$ cat src/hw/rtl/mwg_pkg.sv
package mwg_pkg;

   localparam int IDX_W       = 16;
   localparam int SAMPLE_W    = 16;
   localparam int GAIN_W      = 16;
   localparam int PERIOD_W    = 16;
   localparam int SEL_W       = 3;
   localparam int CSR_INDEX_W = 2;
   localparam int CSR_DATA_W  = 16;

   localparam int SINE_ROM_DEPTH_DEFAULT = 1024;
   localparam int PHASE_BITS_DEFAULT     = 16;

   localparam logic [PERIOD_W-1:0] PERIOD_RESET = 16'd1024;
   localparam logic [GAIN_W-1:0]   GAIN_RESET   = 16'd32768;

   localparam int  ORGAN_LANES = 6;
   localparam real HALF_PI     = 1.5707963267948966;

   typedef enum logic [SEL_W-1:0] {
      WAVE_SINE      = 3'd0,
      WAVE_SQUARE    = 3'd1,
      WAVE_TRIANGLE  = 3'd2,
      WAVE_SAW       = 3'd3,
      WAVE_ORGAN     = 3'd4,
      WAVE_SIXTEENTH = 3'd5
   } wave_sel_type;

   typedef enum logic [CSR_INDEX_W-1:0] {
      CSR_WAVEFORM_SELECT = 2'd0,
      CSR_PERIOD_LENGTH   = 2'd1,
      CSR_GAIN            = 2'd2
   } csr_index_type;

   // round(32767 * sin(pi/2 * m / depth)), halves away from zero
   function automatic logic signed [SAMPLE_W-1:0] quarter_sine(int unsigned m,
                                                              int unsigned depth,
                                                              real step);
      real x;
      int  v;
      if (m == 0) begin
         return '0;
      end
      if (3 * m == depth) begin
         return 16'sd16384;
      end
      x = 32767.0 * $sin(HALF_PI * real'(m) * step);
      v = $rtoi(x + 0.5);
      if (v > 32767) begin
         v = 32767;
      end
      return SAMPLE_W'(v);
   endfunction

endpackage

$ cat src/hw/rtl/mwg_phase_div.sv
module mwg_phase_div
   import mwg_pkg::*;
#(
   parameter int PHASE_BITS = PHASE_BITS_DEFAULT,
   parameter int N_DIV      = IDX_W + PHASE_BITS
) (
   input  logic                  clock,
   input  logic [N_DIV-1:0]      stage_en,
   input  logic [IDX_W-1:0]      sample_index,
   input  logic [PERIOD_W:0]     len,
   output logic [PHASE_BITS-1:0] phase
);

   // first IDX_W stages: index mod len, one bit per stage
   // remaining PHASE_BITS stages: ((index mod len) << PHASE_BITS) / len, one quotient bit per stage
   logic [IDX_W-1:0]      rem_ff [N_DIV];
   logic [IDX_W-1:0]      num_ff [N_DIV];
   logic [PHASE_BITS-1:0] quo_ff [N_DIV];

   for (genvar j = 0; j < N_DIV; j++) begin : g_stage
      logic [IDX_W-1:0]      rem_prev;
      logic [IDX_W-1:0]      num_prev;
      logic [PHASE_BITS-1:0] quo_prev;
      logic [IDX_W:0]        trial;
      logic                  ge;
      logic [IDX_W-1:0]      rem_in;
      logic [IDX_W-1:0]      num_in;
      logic [PHASE_BITS-1:0] quo_in;

      if (j == 0) begin : g_first
         assign rem_prev = '0;
         assign num_prev = sample_index;
         assign quo_prev = '0;
      end else begin : g_next
         assign rem_prev = rem_ff[j-1];
         assign num_prev = num_ff[j-1];
         assign quo_prev = quo_ff[j-1];
      end

      if (j < IDX_W) begin : g_mod
         assign trial  = {rem_prev, num_prev[IDX_W-1]};
         assign num_in = {num_prev[IDX_W-2:0], 1'b0};
         assign quo_in = quo_prev;
      end else begin : g_quo
         assign trial  = {rem_prev, 1'b0};
         assign num_in = num_prev;
         assign quo_in = {quo_prev[PHASE_BITS-2:0], ge};
      end

      always_comb begin
         ge     = (trial >= len);
         rem_in = ge ? IDX_W'(trial - len) : IDX_W'(trial);
      end

      always_ff @(posedge clock) begin
         if (stage_en[j]) begin
            rem_ff[j] <= rem_in;
            num_ff[j] <= num_in;
            quo_ff[j] <= quo_in;
         end
      end
   end

   assign phase = quo_ff[N_DIV-1];

endmodule

$ cat config.mk
export PLATFORM = sky130hd
export DESIGN_NAME = mwg_phase_div
export DESIGN_NICKNAME = d
export VERILOG_FILES = /design/src/hw/rtl/mwg_pkg.sv /design/src/hw/rtl/mwg_phase_div.sv
export SDC_FILE = /design/constraint.sdc
export NUM_CORES = 2
export LEC_CHECK = 0
export ABC_AREA = 0
export BUFFER_PORTS_ARGS = -buffer_cell sky130_fd_sc_hd__buf_2
export CORE_ASPECT_RATIO = 0.9
export CORE_MARGIN = 1.5
export CORE_UTILIZATION = 60
export CTS_BUF_LIST = sky130_fd_sc_hd__clkbuf_2 sky130_fd_sc_hd__clkbuf_4 sky130_fd_sc_hd__clkbuf_8
export DETAILED_ROUTE_END_ITERATION = 8
export PLACE_DENSITY = 0.8
export SYNTH_ARGS = -nofsm -noshare
export SYNTH_HDL_FRONTEND = slang
export SYNTH_SLANG_ARGS = --single-unit
$ cat constraint.sdc
create_clock -name clock -period 5.2 [get_ports clock]
set_clock_uncertainty 0.2 [all_clocks]
set_input_delay 1.04 -clock clock [delete_from_list [all_inputs] [get_ports clock]]
set_output_delay 1.04 -clock clock [all_outputs]
set_load 0.1 [all_outputs]
==> results by group <==
Status
  • Result of the run: finished clean

Worst setup path
  • Capturing element type of the critical path: flop
  • Endpoint required time on the critical path: between 5 and 6 ns
  • Category of the most critical setup path: input port to flop
  • Largest fanout of any net on the critical path: 16
  • Data arrival time of the worst path: 4.45 ns
  • Kind of launch point of the worst setup path: input port
  • Reg2reg path depth: 7

Placement
  • Post-Place Setup Slack: 0.3338 ns
  • HPWL after DPL: between 80 and 90 mm
  • Buffers added on ports: 81
  • Weighted congestion at the end of routability-driven global placement: 0.9463

Logic synthesis
  • Synth warnings: 0
  • Area fraction of the dominant cell type after synthesis: 0.4411
  • Post-synth EDFFs: 752
  • Register area share after synthesis: 0.4411
  • Average size of a mapped cell: 10.95 um2
  • Post-Synthesis Cell Area: ~0.051 mm2
  • Largest area contributor in the synthesized netlist: sky130_fd_sc_hd__edfxtp_1
  • Fraction of registers with async set or reset after synthesis: 0
  • Post-Syn Instances: 4,675
  • Primary FF master, synth: sky130_fd_sc_hd__edfxtp_1
  • Main area contributors after synthesis: sky130_fd_sc_hd__edfxtp_1 44%, sky130_fd_sc_hd__ha_1 13%, sky130_fd_sc_hd__mux2_2 5.6%, sky130_fd_sc_hd__a21oi_1 3.8%, sky130_fd_sc_hd__xnor2_1 3.3%
  • Synthesized flop and latch total: 752
  • Number of distinct library cells after synthesis: just under 100
  • Synthesized netlist net count: 5,299

Route
  • Final routed wire length divided by cell count: 20.00 um
  • Number of remaining DRC errors: 0
  • Number of optimization iterations in the first detailed-route pass: 6
  • Total wire length: 121.7 mm
  • Remaining antenna violation count: 0
  • Number of vias per cell after detailed routing: 6.253
  • Count of vias placed by the detailed router: about 38,000
  • Initial drt markers: 3,101

CTS
  • Post_cts resized: 0
  • CTS tree: done
  • Clk_lat worst skew: just under 0.8 ns
  • Buffer depth of the longest clock path: 3
  • Post CTS Setup Buffer Count: 0
  • Cell at the root of the clock tree: sky130_fd_sc_hd__clkbuf_8
  • Hold buffer count at CTS: 0
  • Clock-pin slew on the worst setup and hold paths: 0.06 ns
  • Number of H-tree branching levels: 3
  • Number of sinks on the clock net: about 750
  • Clock buffer count from CTS: 121

Die
  • Row Count: 101
  • Number of placed I/O pins: 82
  • Die ar.: just under 0.09 mm2
  • Floorplan die height: roughly 280 um
  • CORE AREA: between 0.08 and 0.09 mm2
  • Starting density of the core: 0.6065
  • DIE WIDTH: 310.9 um

Cells and area
  • Net count reported at finish: about 5,500
  • Layout cells sized above 1: 0.1358
  • Commonest non-fill, non-tap cells in the layout: 752 x sky130_fd_sc_hd__edfxtp_1, 528 x sky130_fd_sc_hd__ha_1, 388 x sky130_fd_sc_hd__a21oi_1, 328 x sky130_fd_sc_hd__nand2_1, 309 x sky130_fd_sc_hd__o21ai_0
  • Most common library cell in the layout ignoring fill and taps: sky130_fd_sc_hd__edfxtp_1
  • Area Overhead vs Synth: 8.622%
  • Final design utilization: 0.6588

Global routing
  • Number of antenna violations at the first check in global routing: 6
  • Via count of the first global-routing pass: 36,620
  • Total global-route track usage: 0.2749
  • Largest net degree at the start of global routing: 32
  • First-pass GRT wire length: 192.3 mm
  • Global-route congestion overflow total: 0

Timing
  • Hold violation total from the final report: 0
  • Actual transition at the worst max-transition pin: between 1 and 1.5 ns
  • Highest achievable clock rate: 0.2403 GHz
  • Final number of setup-violating endpoints: 0
  • Max-slew headroom at the worst pin: 0.1609
  • Final min period: 4.162 ns
  • Unrepaired setup endpoints after global routing: false
  • Total Neg Setup Slack: 0 ns
  • Setup slack of the critical path after layout: 1.038 ns
  • Final clock period utilization by the worst path: 0.8004
  • Max-slew violation count: 0

Pwr
  • Power density of the placed cells: 630.9 mW/mm2
  • Total Power: around 0.035 W
  • Static leakage: 22.32 nW
  • Largest vdd supply drop: 0.0003162 V

Worst hold path
  • Hold crit path type: flop to flop
  • Hold Path Stages: 0

Job
  • Max Cap Violations: 0
[metal layers]
layer  share of wire  track usage  vias up
met2            0.45       0.4421     1288
met4           0.035      0.09931        4
met3           0.070      0.04553      271
met5         0.00020            0        -
met1            0.45       0.3767    18160
li1                -            -    18320
[cells in the mapped netlist (9+ instances only)]
cell type                   instances
sky130_fd_sc_hd__o31a_1            28
sky130_fd_sc_hd__nand4_1           70
sky130_fd_sc_hd__ha_1             528
sky130_fd_sc_hd__nor4_1            18
sky130_fd_sc_hd__o2111ai_1         13
sky130_fd_sc_hd__o41ai_1           14
sky130_fd_sc_hd__nor3_1            62
sky130_fd_sc_hd__o211ai_1          35
sky130_fd_sc_hd__and4_1            11
sky130_fd_sc_hd__nor2_1           287
sky130_fd_sc_hd__o21bai_1          31
sky130_fd_sc_hd__o21a_1            87
sky130_fd_sc_hd__a31oi_1           45
sky130_fd_sc_hd__o22ai_1           10
sky130_fd_sc_hd__nand3_1           86
sky130_fd_sc_hd__o21ai_0          309
sky130_fd_sc_hd__or2_2             15
sky130_fd_sc_hd__nand2b_1          63
sky130_fd_sc_hd__mux2_2           255
sky130_fd_sc_hd__buf_2             25
sky130_fd_sc_hd__mux2i_1           22
sky130_fd_sc_hd__fa_1              30
sky130_fd_sc_hd__clkbuf_1          55
sky130_fd_sc_hd__nand2_1          328
sky130_fd_sc_hd__a21o_1           184
sky130_fd_sc_hd__or3_1             12
sky130_fd_sc_hd__o31ai_1           27
sky130_fd_sc_hd__and2_1            18
sky130_fd_sc_hd__o21ai_1           22
sky130_fd_sc_hd__xor2_1           142
sky130_fd_sc_hd__a211o_1           15
sky130_fd_sc_hd__buf_4             10
sky130_fd_sc_hd__inv_1            144
sky130_fd_sc_hd__a221oi_1           9
sky130_fd_sc_hd__a211oi_1          51
sky130_fd_sc_hd__a2111oi_0         18
sky130_fd_sc_hd__a21oi_1          388
sky130_fd_sc_hd__xnor2_1          192
sky130_fd_sc_hd__edfxtp_1         752
sky130_fd_sc_hd__a31o_2             9
sky130_fd_sc_hd__and3_1            21
sky130_fd_sc_hd__nor2b_1           82
[cell families after synthesis]
kind of cell,Yosys count,synth area share
mux,278,0.06061
simple gates,1099,0.1023
flops,752,0.4411
fa+ha+maj,558,0.1408
buf+inv,249,0.02080
xor+xnor,334,0.05714
compound gates,1405,0.1774
[sequential cells by signal, summed over array words and instances, names as in the netlist]
| register | flops |
|---|---|
| num_ff | 120 |
| rem_ff | 496 |
| quo_ff | 136 |
[where the power goes]
group / leakage [nW] / switching (W) / internal, W
combinational: 13.7 / 0.0103 / 0.00846
clock: 1.27 / 0.00243 / 0.00274
sequential: 7.38 / 0.00136 / 0.00982
total: 22.3 / 0.0141 / 0.0210
[worst max-delay path: stages]
cell                       delay [ns]
sky130_fd_sc_hd__buf_2           0.15
sky130_fd_sc_hd__clkinv_2        0.35
sky130_fd_sc_hd__buf_12          0.30
sky130_fd_sc_hd__ha_1            0.30
sky130_fd_sc_hd__nor2b_1         0.14
sky130_fd_sc_hd__o31a_1          0.27
sky130_fd_sc_hd__o31ai_1         0.31
sky130_fd_sc_hd__and2b_1         0.24
sky130_fd_sc_hd__o31a_1          0.17
sky130_fd_sc_hd__o211ai_1        0.13
sky130_fd_sc_hd__a31oi_4         0.60
sky130_fd_sc_hd__mux2_2          0.42
[final cells by class]
type / count / area [um2]
Antenna cell: 3 / 7.507
Clock buffer: 157 / 1948
Timing Repair Buffer: 154 / 1069
Multi-Input combinational cell: 3674 / 27580
Clock inverter: 63 / 455.4
Sequential cell: 752 / 22580
Tap cell: 1133 / 1418
Inverter: 148 / 556.8
Fill cell: 6524 / 28800
[per-stage QoR]
step | instances | hold WS [ns] | instance area (um2)
floorplan | 4675 | 0.2003 | 51200
CTS | 6081 | 0.1858 | 55600
global placement | 5861 | 0.2005 | 53200
detailed placement | 5861 | 0.2045 | 53200
global route | 6083 | 0.2035 | 55610
finish | 6084 | 0.2151 | 55610
[final timing paths]
kind / from / end / slack [ns]
worst max-delay path: len[1] / rem_ff[0][169] / 1.04
worst min-delay path: quo_ff[1][194] / quo_ff[1][211] / 0.22
worst max register to register: rem_ff[1][20] / rem_ff[1][44] / 1.53
worst min register to register: quo_ff[1][194] / quo_ff[1][211] / 0.22
(Power assumes the default switching activity.)
