### src/hw/rtl/mwg_pkg.sv
package mwg_pkg;

   localparam int IDX_W       = 16;
   localparam int SAMPLE_W    = 16;
   localparam int GAIN_W      = 16;
   localparam int PERIOD_W    = 16;
   localparam int SEL_W       = 3;
   localparam int CSR_INDEX_W = 2;
   localparam int CSR_DATA_W  = 16;

   localparam int SINE_ROM_DEPTH_DEFAULT = 1024;
   localparam int PHASE_BITS_DEFAULT     = 16;

   localparam logic [PERIOD_W-1:0] PERIOD_RESET = 16'd1024;
   localparam logic [GAIN_W-1:0]   GAIN_RESET   = 16'd32768;

   localparam int  ORGAN_LANES = 6;
   localparam real HALF_PI     = 1.5707963267948966;

   typedef enum logic [SEL_W-1:0] {
      WAVE_SINE      = 3'd0,
      WAVE_SQUARE    = 3'd1,
      WAVE_TRIANGLE  = 3'd2,
      WAVE_SAW       = 3'd3,
      WAVE_ORGAN     = 3'd4,
      WAVE_SIXTEENTH = 3'd5
   } wave_sel_type;

   typedef enum logic [CSR_INDEX_W-1:0] {
      CSR_WAVEFORM_SELECT = 2'd0,
      CSR_PERIOD_LENGTH   = 2'd1,
      CSR_GAIN            = 2'd2
   } csr_index_type;

   // round(32767 * sin(pi/2 * m / depth)), halves away from zero
   function automatic logic signed [SAMPLE_W-1:0] quarter_sine(int unsigned m,
                                                              int unsigned depth,
                                                              real step);
      real x;
      int  v;
      if (m == 0) begin
         return '0;
      end
      if (3 * m == depth) begin
         return 16'sd16384;
      end
      x = 32767.0 * $sin(HALF_PI * real'(m) * step);
      v = $rtoi(x + 0.5);
      if (v > 32767) begin
         v = 32767;
      end
      return SAMPLE_W'(v);
   endfunction

endpackage

### src/hw/rtl/mwg_gain.sv
module mwg_gain
   import mwg_pkg::*;
(
   input  logic                       clock,
   input  logic [1:0]                 stage_en,
   input  logic signed [SAMPLE_W-1:0] wave,
   input  logic [GAIN_W-1:0]          gain,
   output logic signed [SAMPLE_W-1:0] sample,
   output logic                       clipped
);

   localparam int PROD_W   = SAMPLE_W + GAIN_W + 2;
   localparam int SCALED_W = PROD_W - 15;

   logic signed [PROD_W-1:0]   prod_ff;
   logic signed [PROD_W-1:0]   prod_in;
   logic signed [SCALED_W-1:0] scaled;
   logic signed [SAMPLE_W-1:0] sample_ff;
   logic signed [SAMPLE_W-1:0] sample_in;
   logic                       clipped_ff;
   logic                       clipped_in;

   always_comb begin
      prod_in = PROD_W'(wave * $signed({1'b0, gain})) + PROD_W'(16384);
   end

   always_comb begin
      // floor division by 32768, then saturate
      scaled = SCALED_W'(prod_ff >>> 15);
      if (scaled > SCALED_W'(32767)) begin
         sample_in  = 16'sd32767;
         clipped_in = 1'b1;
      end else if (scaled < -SCALED_W'(32768)) begin
         sample_in  = -16'sd32768;
         clipped_in = 1'b1;
      end else begin
         sample_in  = SAMPLE_W'(scaled);
         clipped_in = 1'b0;
      end
   end

   always_ff @(posedge clock) begin
      if (stage_en[0]) begin
         prod_ff <= prod_in;
      end
      if (stage_en[1]) begin
         sample_ff  <= sample_in;
         clipped_ff <= clipped_in;
      end
   end

   assign sample  = sample_ff;
   assign clipped = clipped_ff;

endmodule

### config.mk
export PLATFORM = sky130hd
export DESIGN_NAME = mwg_gain
export DESIGN_NICKNAME = d
export VERILOG_FILES = /design/src/hw/rtl/mwg_pkg.sv /design/src/hw/rtl/mwg_gain.sv
export SDC_FILE = /design/constraint.sdc
export NUM_CORES = 1
export LEC_CHECK = 0
export ABC_AREA = 1
export ABC_CLOCK_PERIOD_IN_PS = 14050
export BUFFER_PORTS_ARGS = -buffer_cell sky130_fd_sc_hd__buf_2
export CORE_UTILIZATION = 45
export CTS_CLUSTER_SIZE = 40
export DETAILED_ROUTE_END_ITERATION = 16
export PLACE_DENSITY = 0.68
export SYNTH_ARGS = -nofsm -noshare
export SYNTH_HDL_FRONTEND = slang
export SYNTH_SLANG_ARGS = --single-unit
### constraint.sdc
create_clock -name clock -period 14.05 [get_ports clock]
set_input_delay 2.1075 -clock clock [delete_from_list [all_inputs] [get_ports clock]]
set_output_delay 2.1075 -clock clock [all_outputs]
set_load 0.01 [all_outputs]
==> results by group, run 1 <==
Die
  • Initial core utilization: 46.2%
  • Die width: 155 um
  • Die H: 155 um
  • Io pins: 52
  • Total core area: 22,800 um^2
  • Std cell rows: 55
  • Die area: 24,000 um^2

Global route
  • Antenna violations before repair: 0
  • GRT Residual Overflow: 0
  • First-pass GRT wire length: 41.7 mm
  • M3 GR Usage: 2.12%
  • Vias in the first global route: 8,924
  • Global Route Usage Sum: 21.9%
  • Met2 global-route usage: 41.0%
  • Met1 Track Usage GR: 27.2%
  • Grt peak-use layer: met2
  • Largest net degree at the start of global routing: 20

Finish
  • N_diodes: 0
  • Fillcell total: 2,277
  • Multi-input gate area: 7760 um^2
  • Most common cell after layout, fill and taps aside: nand2_1
  • FF/Latch Area: 1080 um^2
  • Area Overhead vs Synth: 5.45%
  • Commonest cells after routing, fill and taps aside: nand2_1, inv_1, fa_1
  • Final nets: 1,724
  • Layout cells sized above 1: 5.16%

Yosys
  • Async set-reset flop share out of synthesis: 0%
  • Cell Area, Synth: 10,500 um^2
  • Number of synthesized flops with an enable pin: 36
  • YS warnings: 0
  • Net count after synthesis: 1,724
  • Synth top area share: 36.9%
  • Ys flop type: edfxtp_1
  • Top cells by area, synth: fa_1, nand2_1, ha_1, inv_1, edfxtp_1
  • Syn Inst Count: 1,375
  • FF+latch count, synth: 36
  • Sequential share of the synthesized area: 10.3%
  • Cell variety after synth: 25
  • Mean post-synth cell area: 7.65 um^2
  • Post-synth top area cell: fa_1

Clock tree
  • Post-CTS Setup Bufs: 0
  • Root cell of the clock tree: clkbuf_16
  • Gates resized, CTS repair: 0
  • TritonCTS clock tree: done
  • CTS sink count: 36
  • Cts-stage hold buffer count: 0
  • Worst-Skew Late Latency: 0.28 ns
  • CTS Buffer Depth: 2
  • H-Tree Depth: 2
  • Clock-pin slew of the registers on the worst-case setup and hold paths: 0.05 ns
  • Total CTS buffers: 5

Worst setup path
  • CP Capture Type: register
  • RR Startpoint: prod_ff[30]$_DFFE_PP_
  • CP Class: input port to register
  • Crit path from: gain[11]
  • Startpoint Class: input port
  • Data required, critical path: 14.08 ns
  • Crit path arrival time: 7.23 ns
  • CP Max Fanout: 16

Timing
  • Final hold vios: 0
  • Final period util: 51.2%
  • Setup skew after layout: 0.00528 ns
  • RSZ-0062 raised after global routing: no
  • Setup TNS: 0 ns
  • Actual slew at the worst max-slew pin: 0.611 ns
  • Slew Limit Fails: 0
  • Rel. slew slack: 59.2%
  • Min Tclk post-route: 7.19 ns
  • Endpoints failing setup: 0
  • Peak Freq: 139 MHz

Job
  • Max cap viols: 0

Worst hold path
  • Worst hold path class: register to register
  • Worst hold start: prod_ff[21]$_DFFE_PP_

Placed design
  • Post-DP HPWL: 20.2 mm
  • Global placer's final weighted congestion: 0.867
  • IO Port Bufs: 51

Outcome
  • Status: completed

Detailed routing
  • Final WL: 23.7 mm
  • DRC viols: 0
  • Antenna viol nets, final: 0
  • Wire per inst: 14.1 um
  • Pre-antenna DRT Iters: 5
  • Vias per cell: 4.89
  • Vias: 8,258
  • Initial DRC count: 439
[Yosys cell counts, types with 3 or more instances]
library cell,count
nand2_1,402
inv_1,388
fa_1,194
ha_1,120
nor2_1,61
clkbuf_1,57
a21oi_1,36
edfxtp_1,36
nand3_1,23
o21ai_0,20
nor3_1,8
or2_2,7
a21o_1,4
xor2_1,4
o211ai_1,3
[cells by family after synthesis]
logic type	Yosys count	share of synthesized area, %
buf+inv	447	16.0
xor+xnor	5	0.416
flops	36	10.3
fa+ha+maj	314	51.2
compound gates	66	3.38
simple gates	507	18.8
[cell type report]
type | instances | area share (%)
Clock buffer | 5 | 1.13
Clock inverter | 3 | 0.169
Inverter | 389 | 13.2
Multi-Input combinational cell | 892 | 70.0
Sequential cell | 36 | 9.75
Tap cell | 313 | 3.53
Timing Repair Buffer | 51 | 2.30
[sequential cells by signal, summed over array words and instances, names as in the netlist]
signal   count
clipped      1
prod_ff     19
sample      16
[layer usage]
layer	wire length, um	share of wire (%)	vias up
met5	0	0	-
met4	493	2.1	0
met3	1030	4.3	34
met2	12300	52	187
met1	9920	42	4078
li1	-	-	3959
[stage by stage]
step	hold slack, ns	util, %	cell area (um^2)	instances	setup slack (ns)
finish	0.518	48.7	11100	1689	6.86
global route	0.542	48.7	11100	1689	6.51
CTS	0.523	48.7	11100	1689	6.80
detailed placement	0.502	48.1	10900	1681	6.52
global placement	0.504	48.1	10900	1681	6.54
floorplan	0.496	-	10500	1375	6.86
[worst paths after layout]
| check | to | slack [ns] | depth (start not counted) |
|---|---|---|---|
| setup reg to reg | sample[2]$_SDFFCE_PN1P_ | 12.77 | 4 |
| setup / recovery | prod_ff[27]$_DFFE_PP_ | 6.86 | 20 |
| hold reg to reg | sample[6]$_SDFFCE_PN1P_ | 0.52 | 2 |
| hold / removal | sample[6]$_SDFFCE_PN1P_ | 0.52 | 2 |
[critical path, cell delays in order]
cell,delay [ns]
buf_2,0.31
nand2_1,0.14
fa_1,0.54
fa_1,0.52
fa_1,0.52
inv_1,0.05
fa_1,0.53
fa_1,0.55
inv_1,0.05
fa_1,0.52
inv_1,0.04
ha_1,0.32
a21oi_1,0.18
o21ai_0,0.19
a21oi_1,0.27
nor2_1,0.06
nor2_1,0.14
nand2_1,0.07
nand2_1,0.05
nand2_1,0.04
Power of run 1 is not shown: default switching activity piles up to over one toggle a cycle in this logic, so the estimate is an artifact.
==> run 2, diff against run 1 <==
ABC_CLOCK_PERIOD_IN_PS = 6000   (was 14050)
PLACE_DENSITY = 0.7   (was 0.68)
clock period = 6 ns   (was 14.05 ns; I/O delays follow)
==> results by group, run 2 (synthesized netlist as in run 1, its figures left out) <==
Worst setup path
  • CP Capture Type: register
  • RR Startpoint: prod_ff[30]$_DFFE_PP_
  • CP Max Fanout: 11
  • CP max stage cell: fa_1
  • Startpoint Class: input port
  • Flop-to-flop setup slack: 4.65 ns
  • Most frequent CP cell: fa_1
  • CP top delay family: adder cells
  • Data required, critical path: 6.02 ns
  • Delay of the slowest cell on the worst path: 0.55 ns
  • Crit path arrival time: 5.82 ns
  • Worst r2r dst: sample[6]$_SDFFCE_PN1P_
  • CP Class: input port to register
  • R2R cell count: 4
  • Critical path cell sequence: clkbuf_4 > nand2_1 > inv_1 > fa_1 > inv_1 > fa_1 > fa_1 > inv_1 > fa_1 > fa_1 > inv_1 > fa_1 > inv_1 > ha_1 > a21oi_1 > o21ai_0 > a21oi_1 > nor2_1 > nor2_1 > nand2_1 > nand2_1 > nand2_1
  • Buf/Inv on CP: 6

Timing
  • Final hold vios: 0
  • Rel. slew slack: 65.7%
  • Actual slew at the worst max-slew pin: 0.513 ns
  • Min Tclk post-route: 5.81 ns
  • Slew Limit Fails: 0
  • Final period util: 96.8%
  • Setup TNS: 0 ns
  • Peak Freq: 172 MHz
  • Endpoints failing setup: 0
  • Setup skew after layout: 0.00422 ns
  • Worst hold margin: 0.501 ns

Finish
  • Most common cell after layout, fill and taps aside: nand2_1
  • N_diodes: 0
  • Layout Utilization: 50.7%
  • Max reg flops: 19
  • Most flops, register: prod_ff
  • Commonest cells after routing, fill and taps aside: nand2_1, inv_1, fa_1
  • Area Overhead vs Synth: 9.90%
  • Cell Count, Final, Fillers Out: 1,747
  • Final nets: 1,782
  • Layout cells sized above 1: 9.34%

Global route
  • Largest net degree at the start of global routing: 20
  • Antenna violations before repair: 0
  • GRT Residual Overflow: 0
  • Vias in the first global route: 8,988
  • Global Route Usage Sum: 21.6%
  • First-pass GRT wire length: 41.6 mm

Clock tree
  • Root cell of the clock tree: clkbuf_16
  • Worst-Skew Late Latency: 0.27 ns
  • TritonCTS clock tree: done
  • H-Tree Depth: 2
  • CTS sink count: 36
  • Total CTS buffers: 5
  • CTS Buffer Depth: 2
  • Clock-pin slew of the registers on the worst-case setup and hold paths: 0.05 ns

Detailed routing
  • Final WL: 23.7 mm
  • DRC viols: 0
  • Pre-antenna DRT Iters: 5
  • Vias: 8,386
  • Vias per cell: 4.80
  • Initial DRC count: 455
  • Antenna viol nets, final: 0
  • Wire per inst: 13.6 um

Outcome
  • Status: completed

Worst hold path
  • Hold EP: sample[15]$_SDFFCE_PN0P_
  • Worst hold start: prod_ff[33]$_DFFE_PP_
  • Worst hold path class: register to register
  • Hold Path Cell Cnt: 0

Die
  • Die width: 155 um
  • Initial core utilization: 46.2%
  • Total core area: 22,800 um^2
  • Die H: 155 um
  • Std cell rows: 55
  • Die area: 24,000 um^2
  • Io pins: 52

Placed design
  • IO Port Bufs: 51
  • Placed cells: 1,739
  • Post-DP HPWL: 21.0 mm
  • Global placer's final weighted congestion: 0.915

Job
  • Max cap viols: 0
-- run 2: cell count changes in the layout (fill, tap and decap cells not counted), moves of 2 or more --
cell and delta:
nand2_2 +2, clkbuf_1 +2, nor3_2 +2, nand2_1 -2, o21ai_0 -4, nor3_1 -2
o21ai_1 +4, buf_4 +58, clkinv_2 -2, clkbuf_4 +4, buf_2 -4
-- run 2: worst register-to-register path: stages, from the launching register on --
cell      delay, ns
edfxtp_1       0.42
nand3_1        0.10
nand2_1        0.31
nand2_1        0.19
nand2_1        0.07
-- run 2: how the worst max path moves through the flow --
| stage | from | endpoint | slack [ns] | cells after the start |
|---|---|---|---|---|
| after floorplan | wave[2] | prod_ff[27]$_DFFE_PP_ | 0.02 | 21 |
| after global placement | gain[7] | prod_ff[27]$_DFFE_PP_ | -0.006 | 22 |
| after detailed placement | gain[6] | prod_ff[23]$_DFFE_PP_ | -0.04 | 24 |
| after CTS | gain[6] | prod_ff[21]$_DFFE_PP_ | 0.25 | 20 |
| after global routing | gain[7] | prod_ff[27]$_DFFE_PP_ | -0.01 | 22 |
| final | gain[8] | prod_ff[27]$_DFFE_PP_ | 0.19 | 22 |
-- run 2: timing repair --
action	in CTS	in global routing
setup endpoints to repair	0	14
hold buffers	0	0
buffers inserted	0	0
gates resized for setup	0	16
-- run 2: final cells by class --
| type | instances | area, um^2 |
|---|---|---|
| flip-flops and latches | 36 | 1080 |
| clock inverters | 1 | 3.75 |
| repair buffers | 109 | 701 |
| well taps | 313 | 392 |
| multi-input cells | 892 | 7790 |
| inverters | 389 | 1460 |
| fillers | 2182 | 11200 |
| clock buffers | 7 | 133 |
-- run 2: per-layer routing --
layer	part of all wire, %	vias to the layer above	wire [um]	track usage, %
met2	51	195	12000	39.8
li1	-	4066	-	-
met4	1.6	0	375	3.82
met5	0	-	0	0
met1	43	4095	10200	27.9
met3	4.4	30	1040	1.84
-- run 2: metrics by stage --
stage / setup slack [ns] / cell area [um^2]
floorplan: 0.0208 / 10500
global placement: -0.00601 / 11400
detailed placement: -0.0410 / 11400
CTS: 0.246 / 11500
global route: -0.0112 / 11600
finish: 0.194 / 11600
Power of run 2 is left out for the same reason.
